==> config.mk <==
export PLATFORM = sky130hd
export DESIGN_NAME = k_stacks_shared_array_unit
export DESIGN_NICKNAME = d
export VERILOG_FILES = /design/src/ksa_pkg.sv /design/src/ksa_ctrl.sv /design/src/ksa_datapath.sv /design/src/k_stacks_shared_array_unit.sv
export SDC_FILE = /design/constraint.sdc
export NUM_CORES = 1
export LEC_CHECK = 0
export BUFFER_PORTS_ARGS = -buffer_cell sky130_fd_sc_hd__buf_2
export CORE_ASPECT_RATIO = 0.6
export CORE_MARGIN = 2
export CORE_UTILIZATION = 55
export CTS_CLUSTER_SIZE = 16
export DETAILED_ROUTE_END_ITERATION = 12
export PLACE_DENSITY = 0.72
export SYNTH_ARGS = -nofsm -noshare
export SYNTH_HDL_FRONTEND = slang
export SYNTH_SLANG_ARGS = --single-unit
==> constraint.sdc <==
create_clock -name clk_i -period 8.7 [get_ports clk_i]
set_clock_uncertainty 0.05 [all_clocks]
set_input_delay 0.87 -clock clk_i [delete_from_list [all_inputs] [get_ports clk_i]]
set_output_delay 0.87 -clock clk_i [all_outputs]
set_load 0.01 [all_outputs]
==> src/ksa_pkg.sv <==
// Shared constants, types and helpers for the shared-store stack block.
package ksa_pkg;

  localparam int ENTRIES    = 16;
  localparam int STACKS     = 4;
  localparam int DATA_WIDTH = 32;

  localparam int VALUE_W = 32;
  localparam int SEL_W   = 2;
  localparam int PTR_W   = $clog2(ENTRIES + 1);
  localparam int IDX_W   = (ENTRIES > 1) ? $clog2(ENTRIES) : 1;
  localparam int SIDX_W  = (STACKS > 1) ? $clog2(STACKS) : 1;

  localparam logic [PTR_W-1:0] NULL_PTR = PTR_W'(ENTRIES);

  localparam logic [1:0] STATUS_OK        = 2'd0;
  localparam logic [1:0] STATUS_OVERFLOW  = 2'd1;
  localparam logic [1:0] STATUS_UNDERFLOW = 2'd2;

  localparam logic MODE_PUSH = 1'b0;
  localparam logic MODE_POP  = 1'b1;

  typedef struct packed {
    logic capture;
    logic read;
    logic commit;
  } cmd_t;

  typedef struct packed {
    logic out_free;
  } stat_t;

  function automatic logic [PTR_W-1:0] clean_ptr(input logic [PTR_W-1:0] p);
    clean_ptr = (p < NULL_PTR) ? p : NULL_PTR;
  endfunction

endpackage

==> src/ksa_ctrl.sv <==
// Controller state machine: sequences capture, memory read and commit.
module ksa_ctrl (
  input  logic          clk_i,
  input  logic          rst_ni,
  input  logic          in_valid_i,
  output logic          in_ready_o,
  input  ksa_pkg::stat_t stat_i,
  output ksa_pkg::cmd_t  cmd_o
);
  import ksa_pkg::*;

  localparam logic [1:0] ST_IDLE  = 2'd0;
  localparam logic [1:0] ST_READ  = 2'd1;
  localparam logic [1:0] ST_WRITE = 2'd2;

  logic [1:0] state_q, state_d;
  logic       accept;

  assign in_ready_o = (state_q == ST_IDLE) || ((state_q == ST_WRITE) && stat_i.out_free);
  assign accept     = in_valid_i && in_ready_o;

  assign cmd_o.capture = accept;
  assign cmd_o.read    = (state_q == ST_READ);
  assign cmd_o.commit  = (state_q == ST_WRITE) && stat_i.out_free;

  always_comb begin
    state_d = state_q;
    case (state_q)
      ST_IDLE: begin
        if (accept) state_d = ST_READ;
      end
      ST_READ: begin
        state_d = ST_WRITE;
      end
      ST_WRITE: begin
        if (stat_i.out_free) state_d = accept ? ST_READ : ST_IDLE;
      end
      default: begin
        state_d = ST_IDLE;
      end
    endcase
  end

  always_ff @(posedge clk_i or negedge rst_ni) begin
    if (!rst_ni) begin
      state_q <= ST_IDLE;
    end else begin
      state_q <= state_d;
    end
  end

endmodule

==> src/ksa_datapath.sv <==
// Datapath: stack heads, free-list head, link and data stores, result register.
module ksa_datapath (
  input  logic                                  clk_i,
  input  logic                                  rst_ni,
  input  ksa_pkg::cmd_t                         cmd_i,
  output ksa_pkg::stat_t                        stat_o,
  input  logic                                  mode_i,
  input  logic [ksa_pkg::SEL_W-1:0]             stack_sel_i,
  input  logic signed [ksa_pkg::VALUE_W-1:0]    push_value_i,
  output logic                                  out_valid_o,
  input  logic                                  out_ready_i,
  output logic signed [ksa_pkg::VALUE_W-1:0]    pop_value_o,
  output logic [1:0]                            status_o,
  output logic                                  all_full_o,
  output logic                                  sel_empty_o
);
  import ksa_pkg::*;

  logic                         mode_q;
  logic [SEL_W-1:0]             sel_q;
  logic signed [VALUE_W-1:0]    value_q;

  logic [PTR_W-1:0]             head_q [STACKS];
  logic [PTR_W-1:0]             free_q;
  logic [PTR_W-1:0]             link_q [ENTRIES];
  logic signed [DATA_WIDTH-1:0] data_mem [ENTRIES];

  logic [PTR_W-1:0]             link_rd_q;
  logic signed [DATA_WIDTH-1:0] data_rd_q;

  logic                         out_valid_q;
  logic signed [VALUE_W-1:0]    pop_value_q;
  logic [1:0]                   status_q;
  logic                         all_full_q;
  logic                         sel_empty_q;

  logic                         valid_sel;
  logic [PTR_W-1:0]             fh;
  logic [PTR_W-1:0]             hd;
  logic [PTR_W-1:0]             next_ptr;
  logic [PTR_W-1:0]             rd_addr;
  logic                         push_ok;
  logic                         pop_ok;
  logic signed [VALUE_W-1:0]    pop_value_d;
  logic [1:0]                   status_d;
  logic                         all_full_d;
  logic                         sel_empty_d;

  assign valid_sel = (int'(sel_q) < STACKS);
  assign fh        = clean_ptr(free_q);
  assign hd        = valid_sel ? clean_ptr(head_q[sel_q[SIDX_W-1:0]]) : NULL_PTR;
  assign next_ptr  = clean_ptr(link_rd_q);
  assign rd_addr   = (mode_q == MODE_POP) ? hd : fh;
  assign push_ok   = (mode_q == MODE_PUSH) && valid_sel && (fh != NULL_PTR);
  assign pop_ok    = (mode_q == MODE_POP) && (hd != NULL_PTR);

  always_comb begin
    pop_value_d = '0;
    status_d    = STATUS_OK;
    all_full_d  = (fh == NULL_PTR);
    sel_empty_d = (hd == NULL_PTR);
    if (mode_q == MODE_PUSH) begin
      if (push_ok) begin
        all_full_d  = (next_ptr == NULL_PTR);
        sel_empty_d = 1'b0;
      end else begin
        status_d = STATUS_OVERFLOW;
      end
    end else begin
      if (pop_ok) begin
        pop_value_d = VALUE_W'(data_rd_q);
        all_full_d  = 1'b0;
        sel_empty_d = (next_ptr == NULL_PTR);
      end else begin
        status_d    = STATUS_UNDERFLOW;
        pop_value_d = '1;
        sel_empty_d = 1'b1;
      end
    end
  end

  always_ff @(posedge clk_i) begin
    if (cmd_i.capture) begin
      mode_q  <= mode_i;
      sel_q   <= stack_sel_i;
      value_q <= push_value_i;
    end
    if (cmd_i.read) begin
      link_rd_q <= link_q[rd_addr[IDX_W-1:0]];
      data_rd_q <= data_mem[rd_addr[IDX_W-1:0]];
    end
    if (cmd_i.commit && push_ok) begin
      data_mem[fh[IDX_W-1:0]] <= DATA_WIDTH'(value_q);
    end
    if (cmd_i.commit) begin
      pop_value_q <= pop_value_d;
      status_q    <= status_d;
      all_full_q  <= all_full_d;
      sel_empty_q <= sel_empty_d;
    end
  end

  always_ff @(posedge clk_i or negedge rst_ni) begin
    if (!rst_ni) begin
      free_q <= '0;
      for (int s = 0; s < STACKS; s++) begin
        head_q[s] <= NULL_PTR;
      end
      for (int e = 0; e < ENTRIES; e++) begin
        link_q[e] <= PTR_W'(e + 1);
      end
    end else if (cmd_i.commit) begin
      if (push_ok) begin
        free_q                     <= next_ptr;
        link_q[fh[IDX_W-1:0]]      <= hd;
        head_q[sel_q[SIDX_W-1:0]]  <= fh;
      end else if (pop_ok) begin
        head_q[sel_q[SIDX_W-1:0]]  <= next_ptr;
        link_q[hd[IDX_W-1:0]]      <= fh;
        free_q                     <= hd;
      end
    end
  end

  always_ff @(posedge clk_i or negedge rst_ni) begin
    if (!rst_ni) begin
      out_valid_q <= 1'b0;
    end else if (cmd_i.commit) begin
      out_valid_q <= 1'b1;
    end else if (out_ready_i) begin
      out_valid_q <= 1'b0;
    end
  end

  assign stat_o.out_free = !out_valid_q || out_ready_i;

  assign out_valid_o = out_valid_q;
  assign pop_value_o = pop_value_q;
  assign status_o    = status_q;
  assign all_full_o  = all_full_q;
  assign sel_empty_o = sel_empty_q;

endmodule

==> src/k_stacks_shared_array_unit.sv <==
// Top level: several linked-list stacks sharing one entry store with a free list.
//
// Input channel (in_valid_i/in_ready_o) carries one operation per transaction:
// mode_i (0 push, 1 pop), stack_sel_i and push_value_i. Output channel
// (out_valid_o/out_ready_i) returns one result per operation: pop_value_o,
// status_o (0 ok, 1 overflow, 2 underflow), all_full_o and sel_empty_o.
// Each operation is captured on acceptance, then reads the link and data
// stores at the selected head or free-list head (registered read), then
// writes back the pointers and loads the result register. While it reads,
// the block takes no new operation and holds in_ready_o low.
// A new operation is taken in the same cycle that the previous result is
// loaded, so a result waiting in the output register does not block the next
// input; if the receiver stalls, the block holds in its write-back step until
// the output register frees up.
// Reset empties all stacks and chains every entry onto the free list; the data
// store is not cleared; read data is used only on pops of entries a push wrote.
module k_stacks_shared_array_unit (
  input  logic                                clk_i,
  input  logic                                rst_ni,
  input  logic                                in_valid_i,
  output logic                                in_ready_o,
  input  logic                                mode_i,
  input  logic [ksa_pkg::SEL_W-1:0]           stack_sel_i,
  input  logic signed [ksa_pkg::VALUE_W-1:0]  push_value_i,
  output logic                                out_valid_o,
  input  logic                                out_ready_i,
  output logic signed [ksa_pkg::VALUE_W-1:0]  pop_value_o,
  output logic [1:0]                          status_o,
  output logic                                all_full_o,
  output logic                                sel_empty_o
);
  import ksa_pkg::*;

  cmd_t  cmd;
  stat_t stat;

  ksa_ctrl u_ctrl (
    .clk_i      (clk_i),
    .rst_ni     (rst_ni),
    .in_valid_i (in_valid_i),
    .in_ready_o (in_ready_o),
    .stat_i     (stat),
    .cmd_o      (cmd)
  );

  ksa_datapath u_datapath (
    .clk_i        (clk_i),
    .rst_ni       (rst_ni),
    .cmd_i        (cmd),
    .stat_o       (stat),
    .mode_i       (mode_i),
    .stack_sel_i  (stack_sel_i),
    .push_value_i (push_value_i),
    .out_valid_o  (out_valid_o),
    .out_ready_i  (out_ready_i),
    .pop_value_o  (pop_value_o),
    .status_o     (status_o),
    .all_full_o   (all_full_o),
    .sel_empty_o  (sel_empty_o)
  );

endmodule
==> results.ini, run 1 <==
[finish]
diodes = 0
drive_gt1_frac = 0.158
multi_input_area_um2 = 8350
n_fill_cell = 4019
nets = 2310
syn_to_final_growth_pct = 10.2
regArea_um2 = 21400

[setup_path]
critPathKind = flip-flop to flip-flop
reg2reg_depth = 7
cp_slowest_cell = buf_4
startpoint = u_datapath.sel_q[1]
worstReg2RegEnd = u_datapath.link_rd_q[1]
worstPathArrival_ns = 5.26
cp_common_cell = a211oi_1
max_stage_delay_ns = 0.88
crit_fanout = 88
cp.required_ns = 9.11
start_kind = flip-flop
cp_num_buf_inv = 1
reg2reg_slack_ns = 3.85
r2r-start = u_datapath.sel_q[1]
crit_path_end = u_datapath.link_rd_q[1]
critPathCaptureType = flip-flop
cpLargestDelayFamily = compound AO/OA/AOI/OAI gates
cp.depth = 7
cp_cell_sequence = mux2_2, o31a_2, nand2_4, buf_4, a211oi_1, a211oi_1, a211o_1

[grt]
grt_pass1_wl_um = 123000
grt_overflow_total = 0
antenna_found_initial = 4
track_usage = 0.289
grt_max_degree = 108
first_global_vias = 19583

[clock_tree]
cts_setup_buffers = 0
cts.sinks = 728
cts.htree.levels = 3
cts_inserted_buffers = 67
clk_latency_ns = 0.60
holdBufCountCts = 0
cts_tree = yes
cts_root_buf = clkbuf_16
clockBufferDepth = 3
clkTransAtPathRegs_ns = 0.07
cts_resized = 0

[synth]
avgSynthCellArea_um2 = 13.3
yosysTopAreaCellShare = 0.615
synth.most_common_cell = edfxtp_1
ys_seq_area_frac = 0.706
synthesis.area_um2 = 30300
async_flop_share = 0.148
synth_area_leaders = edfxtp_1, dfrtp_1, nand3_1
ys.warnings.count = 0
synth_fp_nets = 2312
synth_edf_count = 620
synth_commonest_cells = edfxtp_1, nand3_1, o21ai_0
synth-seq-cells = 728
ys_types = 55
post-synth-top-area-cell = edfxtp_1
ys.flop_type = edfxtp_1
synth_cells = 2273

[timing]
fin_ws_ns = 3.85
rsz0062_at_grt = no
layout_min_cycle_time_ns = 4.85
tns_ns = 0
setup_viol = 0
relSlewSlack = 0.145
period_share = 0.557
worstMarginPinSlew_ns = 1.28
fmax_ghz = 0.206
drv_slew = 0
hold_viol_final = 0

[place]
io_buffers = 76
post-place-ws_ns = 4.03
gp_congestion = 0.921
dp_hpwl_um = 43000

[floorplanning]
coreArea_um2 = 54300
die_h_um = 186
rows = 66
start_util = 0.558
dieArea_um2 = 57000
die_x_um = 307
io_pins = 77

[power]
switching_share = 0.311
p_comb_frac = 0.214
powerDensity_nw_per_um2 = 270
p_seq_frac = 0.472
vdd_ir_drop_max_mv = 0.186
p_leak_nw = 11.1
clkPwrFrac = 0.314
power_switching_mw = 2.80
internal_power_mw = 6.20
finalPower_mw = 9.00

[route]
drt-total-wl_um = 81900
viasPerCell = 6.76
drtPass1Iterations = 6
drcViolationCount = 0
wire_per_inst_um = 27.0
drt_iter0_drc = 2866
vias = 20516
ant_nets = 0

[min_path]
hold_class = input pin to asynchronous set/reset pin

[run]
cap_violations = 0

[outcome]
status = finished clean

through the flow:
stage,cell area (um2),std cells,utilization,hold slack (ns)
3_5_place_dp,31300,2916,0.577,0.428
3_3_place_gp,31300,2916,0.577,0.422
5_1_grt,33400,3037,0.615,0.339
6_report,33400,3037,0.615,0.293
4_1_cts,33400,3037,0.615,0.324
2_1_floorplan,30300,2273,-,0.395
power groups by stage:
stage | Sequential [mW] | Clock (mW) | Combinational (mW)
floorplan | 4.23 | 0 | 1.31
global placement | 4.30 | 0 | 1.83
detailed placement | 4.30 | 0 | 1.87
CTS | 4.24 | 2.87 | 1.88
global route | 4.26 | 3.02 | 2.07
finish | 4.24 | 2.83 | 1.93
kinds of logic (layout without fill, tap and decap cells):
logic type	Yosys count	count (layout)	synth area share
buffers and inverters	192	242	0.0262
and+or+nand+nor	597	597	0.0934
DFF	728	728	0.706
AOI/OAI and AO/OA	686	686	0.147
muxes	70	70	0.0277
flip-flops by register name, summed over array words and instances (netlist names), 2 cells and up:
name / cells
u_datapath.data_mem: 512
u_datapath.link_q: 80
u_datapath.data_rd_q: 32
u_datapath.pop_value_o: 32
u_datapath.value_q: 32
u_datapath.head_q: 20
u_datapath.free_q: 5
u_datapath.link_rd_q: 5
u_ctrl.state_q: 2
u_datapath.sel_q: 2
u_datapath.status_o: 2
worst reg2reg max path, cell delays in order (launching register included):
cell      delay, ns
edfxtp_1       0.83
mux2_2         0.49
o31a_2         0.67
nand2_4        0.67
buf_4          0.93
a211oi_1       0.22
a211oi_1       0.68
a211o_1        0.19
layout make-up:
class / instances / share of cell area
clock inverters: 36 / 0.00697
inverters: 6 / 0.000675
repair buffers: 115 / 0.0202
flip-flops and latches: 728 / 0.640
well taps: 714 / 0.0268
clock buffers: 85 / 0.0551
multi-input cells: 1353 / 0.250
worst min-delay path by stage:
stage,startpoint,to,slack [ns],cells past startpoint
4_1_cts,rst_ni,u_datapath.link_q[50],0.32,1
2_1_floorplan,u_datapath.head_q[8],u_datapath.head_q[8],0.39,2
3_5_place_dp,u_datapath.link_q[14],u_datapath.link_q[14],0.43,1
3_3_place_gp,u_datapath.link_q[3],u_datapath.link_q[3],0.42,1
5_1_grt,rst_ni,u_datapath.link_q[53],0.34,1
6_report,rst_ni,u_datapath.link_q[50],0.29,1
metal layers:
layer | up-vias | global-route usage | wire, um
met1 | 10244 | 0.433 | 34500
met3 | 163 | 0.0773 | 10100
met5 | - | 0 | 0
li1 | 8795 | - | -
met4 | 0 | 0.0886 | 2190
met2 | 1314 | 0.413 | 35100
layout by cell type, fill, tap and decap left out, types with 40 or more instances in the layout:
master | netlist | final
a211oi_1 | 74 | 74
a21oi_1 | 129 | 129
a31oi_1 | 77 | 77
and3_1 | 41 | 40
buf_2 | 38 | 75
buf_4 | 3 | 40
clkbuf_16 | 0 | 71
dfrtp_1 | 71 | 71
edfxtp_1 | 620 | 620
mux2_2 | 59 | 59
nand2_1 | 161 | 158
nand3_1 | 235 | 234
nor2_1 | 101 | 84
o21ai_0 | 172 | 172
o22ai_1 | 56 | 56
Power figures use the tool's default switching activity.
==> inputs of run 2 (changes only) <==
- PLACE_DENSITY: 0.72 -> 0.74
- clock period: 8.7 -> 4.35 ns (I/O delays scaled with it)
==> results.ini, run 2 (same netlist as run 1, synthesis figures left out) <==
[grt]
grt_pass1_wl_um = 126000  ; was 123000 um
grt_overflow_total = 0  ; unchanged
track_usage = 0.295  ; was 0.289
grt_max_degree = 112  ; was 108
antenna_found_initial = 0  ; was 4
first_global_vias = 20237  ; was 19583

[outcome]
status = finished with violations  ; was finished clean
violations = hold timing

[power]
switching_share = 0.312  ; was 0.311
p_seq_frac = 0.464  ; was 0.472
vdd_ir_drop_max_mv = 0.326  ; was 0.186 mV
power_switching_mw = 5.70  ; was 2.80 mW
powerDensity_nw_per_um2 = 537  ; was 270 nW/um2
p_leak_nw = 11.4  ; was 11.1 nW
internal_power_mw = 12.6  ; was 6.20 mW
clkPwrFrac = 0.314  ; about the same
p_comb_frac = 0.223  ; was 0.214

[min_path]
hold_class = input pin to asynchronous set/reset pin  ; unchanged

[clock_tree]
cts_inserted_buffers = 66  ; was 67
clockBufferDepth = 3  ; unchanged
cts_setup_buffers = 0  ; unchanged
clkTransAtPathRegs_ns = 0.07  ; about the same
cts.htree.levels = 3  ; unchanged
cts_tree = yes  ; unchanged
cts_root_buf = clkbuf_16  ; unchanged
clk_latency_ns = 0.61  ; was 0.60 ns
cts.sinks = 728  ; unchanged

[setup_path]
cp_num_buf_inv = 1  ; unchanged
critPathKind = flip-flop to flip-flop  ; unchanged
crit_fanout = 23  ; was 88
worstReg2RegEnd = u_datapath.data_rd_q[31]  ; was u_datapath.link_rd_q[1]
start_kind = flip-flop  ; unchanged
max_stage_delay_ns = 0.94  ; was 0.88 ns
r2r-start = u_datapath.sel_q[1]  ; unchanged
cp_cell_sequence = mux2_2, and3_1, o211ai_4, buf_4, a31oi_1, a22o_1, a211o_1  ; was mux2_2, o31a_2, nand2_4, buf_4, a211oi_1, a211oi_1, a211o_1
cpLargestDelayFamily = compound AO/OA/AOI/OAI gates  ; unchanged
reg2reg_depth = 7  ; unchanged
cp.required_ns = 4.65  ; was 9.11 ns
cp_slowest_cell = o211ai_4  ; was buf_4
critPathCaptureType = flip-flop  ; unchanged
worstPathArrival_ns = 4.10  ; was 5.26 ns
reg2reg_slack_ns = 0.56  ; was 3.85 ns

[timing]
relSlewSlack = 0.238  ; was 0.145
whs_ns = -0.0176  ; was 0.293 ns
hold_viol_final = 11  ; was 0
fin_ws_ns = 0.557  ; was 3.85 ns
worstMarginPinSlew_ns = 1.14  ; was 1.28 ns
fmax_ghz = 0.264  ; was 0.206 GHz
tns_ns = 0  ; unchanged
rsz0062_at_grt = no  ; unchanged
layout_min_cycle_time_ns = 3.79  ; was 4.85 ns
period_share = 0.872  ; was 0.557
drv_slew = 0  ; unchanged
setup_viol = 0  ; unchanged

[route]
drt_iter0_drc = 3558  ; was 2866
vias = 21067  ; was 20516
viasPerCell = 6.82  ; was 6.76
drtPass1Iterations = 6  ; unchanged
drcViolationCount = 0  ; unchanged
wire_per_inst_um = 27.1  ; was 27.0 um
ant_nets = 0  ; unchanged
drt-total-wl_um = 83800  ; was 81900 um

[finish]
largest_register_ffs = 512  ; unchanged
layout_commonest_cell = edfxtp_1  ; unchanged
drive_gt1_frac = 0.158  ; about the same
final_cell_mix = edfxtp_1, nand3_1, o21ai_0  ; unchanged
n_fill_cell = 3934  ; was 4019
nets = 2359  ; was 2310
syn_to_final_growth_pct = 12.4  ; was 10.2%

[place]
gp_congestion = 0.939  ; was 0.921
post-place-ws_ns = 0.666  ; was 4.03 ns
io_buffers = 76  ; unchanged
dp_hpwl_um = 46800  ; was 43000 um

[floorplanning]
die_h_um = 186  ; unchanged
coreArea_um2 = 54300  ; unchanged
start_util = 0.558  ; unchanged
io_pins = 77  ; unchanged
rows = 66  ; unchanged
die_x_um = 307  ; unchanged
dieArea_um2 = 57000  ; unchanged

[run]
cap_violations = 0  ; unchanged

[run 2: changes by cell type in the layout (fill, tap and decap cells not counted), sizes merged]
cell	change
buf	+14
clkinv	-8
diode	+1
inv	+1
bufinv	+2
dlygate4sd3	+36
clkinvlp	-1
clkbuf	+5
[run 2: power groups by stage]
stage               clock network [mW]  registers, mW  logic [mW]
floorplan                            0           8.45        2.61
global placement                     0           8.59        3.80
detailed placement                   0           8.60        3.91
CTS                               5.78           8.46        3.96
global route                      6.06           8.51        4.32
finish                            5.74           8.48        4.07
[run 2: area by class of cell]
class	instances	area (um2)	share of cell area
inverter	6	22.5	0.000662
timing repair buffer	165	1330	0.0390
multi-input combinational	1353	8340	0.245
antenna	1	2.50	0.0000735
clock inverter	30	256	0.00754
tap	714	893	0.0262
clock buffer	90	1830	0.0536
sequential	728	21400	0.628
[run 2: how the worst max path moves through the flow]
| stage | startpoint | end | slack [ns] | depth (start not counted) |
|---|---|---|---|---|
| after CTS | u_datapath.sel_q[0] | u_datapath.data_rd_q[31] | 0.65 | 7 |
| after floorplan | u_datapath.mode_q | u_datapath.data_mem[13][0] | 0.85 | 6 |
| after global routing | u_datapath.sel_q[1] | u_datapath.data_rd_q[7] | 0.47 | 7 |
| after detailed placement | u_datapath.sel_q[0] | u_datapath.data_rd_q[31] | 0.67 | 7 |
| after global placement | u_datapath.sel_q[0] | u_datapath.data_rd_q[16] | 0.77 | 7 |
| final | u_datapath.sel_q[1] | u_datapath.data_rd_q[31] | 0.56 | 7 |
[run 2: timing repair]
item                       in CTS  in global routing
gates resized for setup         0                  0
setup endpoints to repair       0                  0
hold buffers                   36                  0
hold endpoints to repair       36                  0
[run 2: routing by layer]
layer / up-vias / GRT usage / routed length [um]
met3: 166 / 0.0805 / 11300
met2: 1534 / 0.422 / 35600
met5: - / 0 / 0
met1: 10458 / 0.441 / 34600
li1: 8909 / - / -
met4: 0 / 0.0920 / 2210
[run 2: metrics by stage]
stage	util	hold slack [ns]	area [um2]	instances	power (mW)
after floorplan	-	0.0894	30300	2273	11.1
after global placement	0.582	0.422	31600	2930	12.4
after detailed placement	0.582	0.428	31600	2930	12.5
after CTS	0.627	0.0117	34000	3086	18.2
after global routing	0.627	0.0671	34000	3086	18.9
final	0.627	-0.0176	34000	3087	18.3
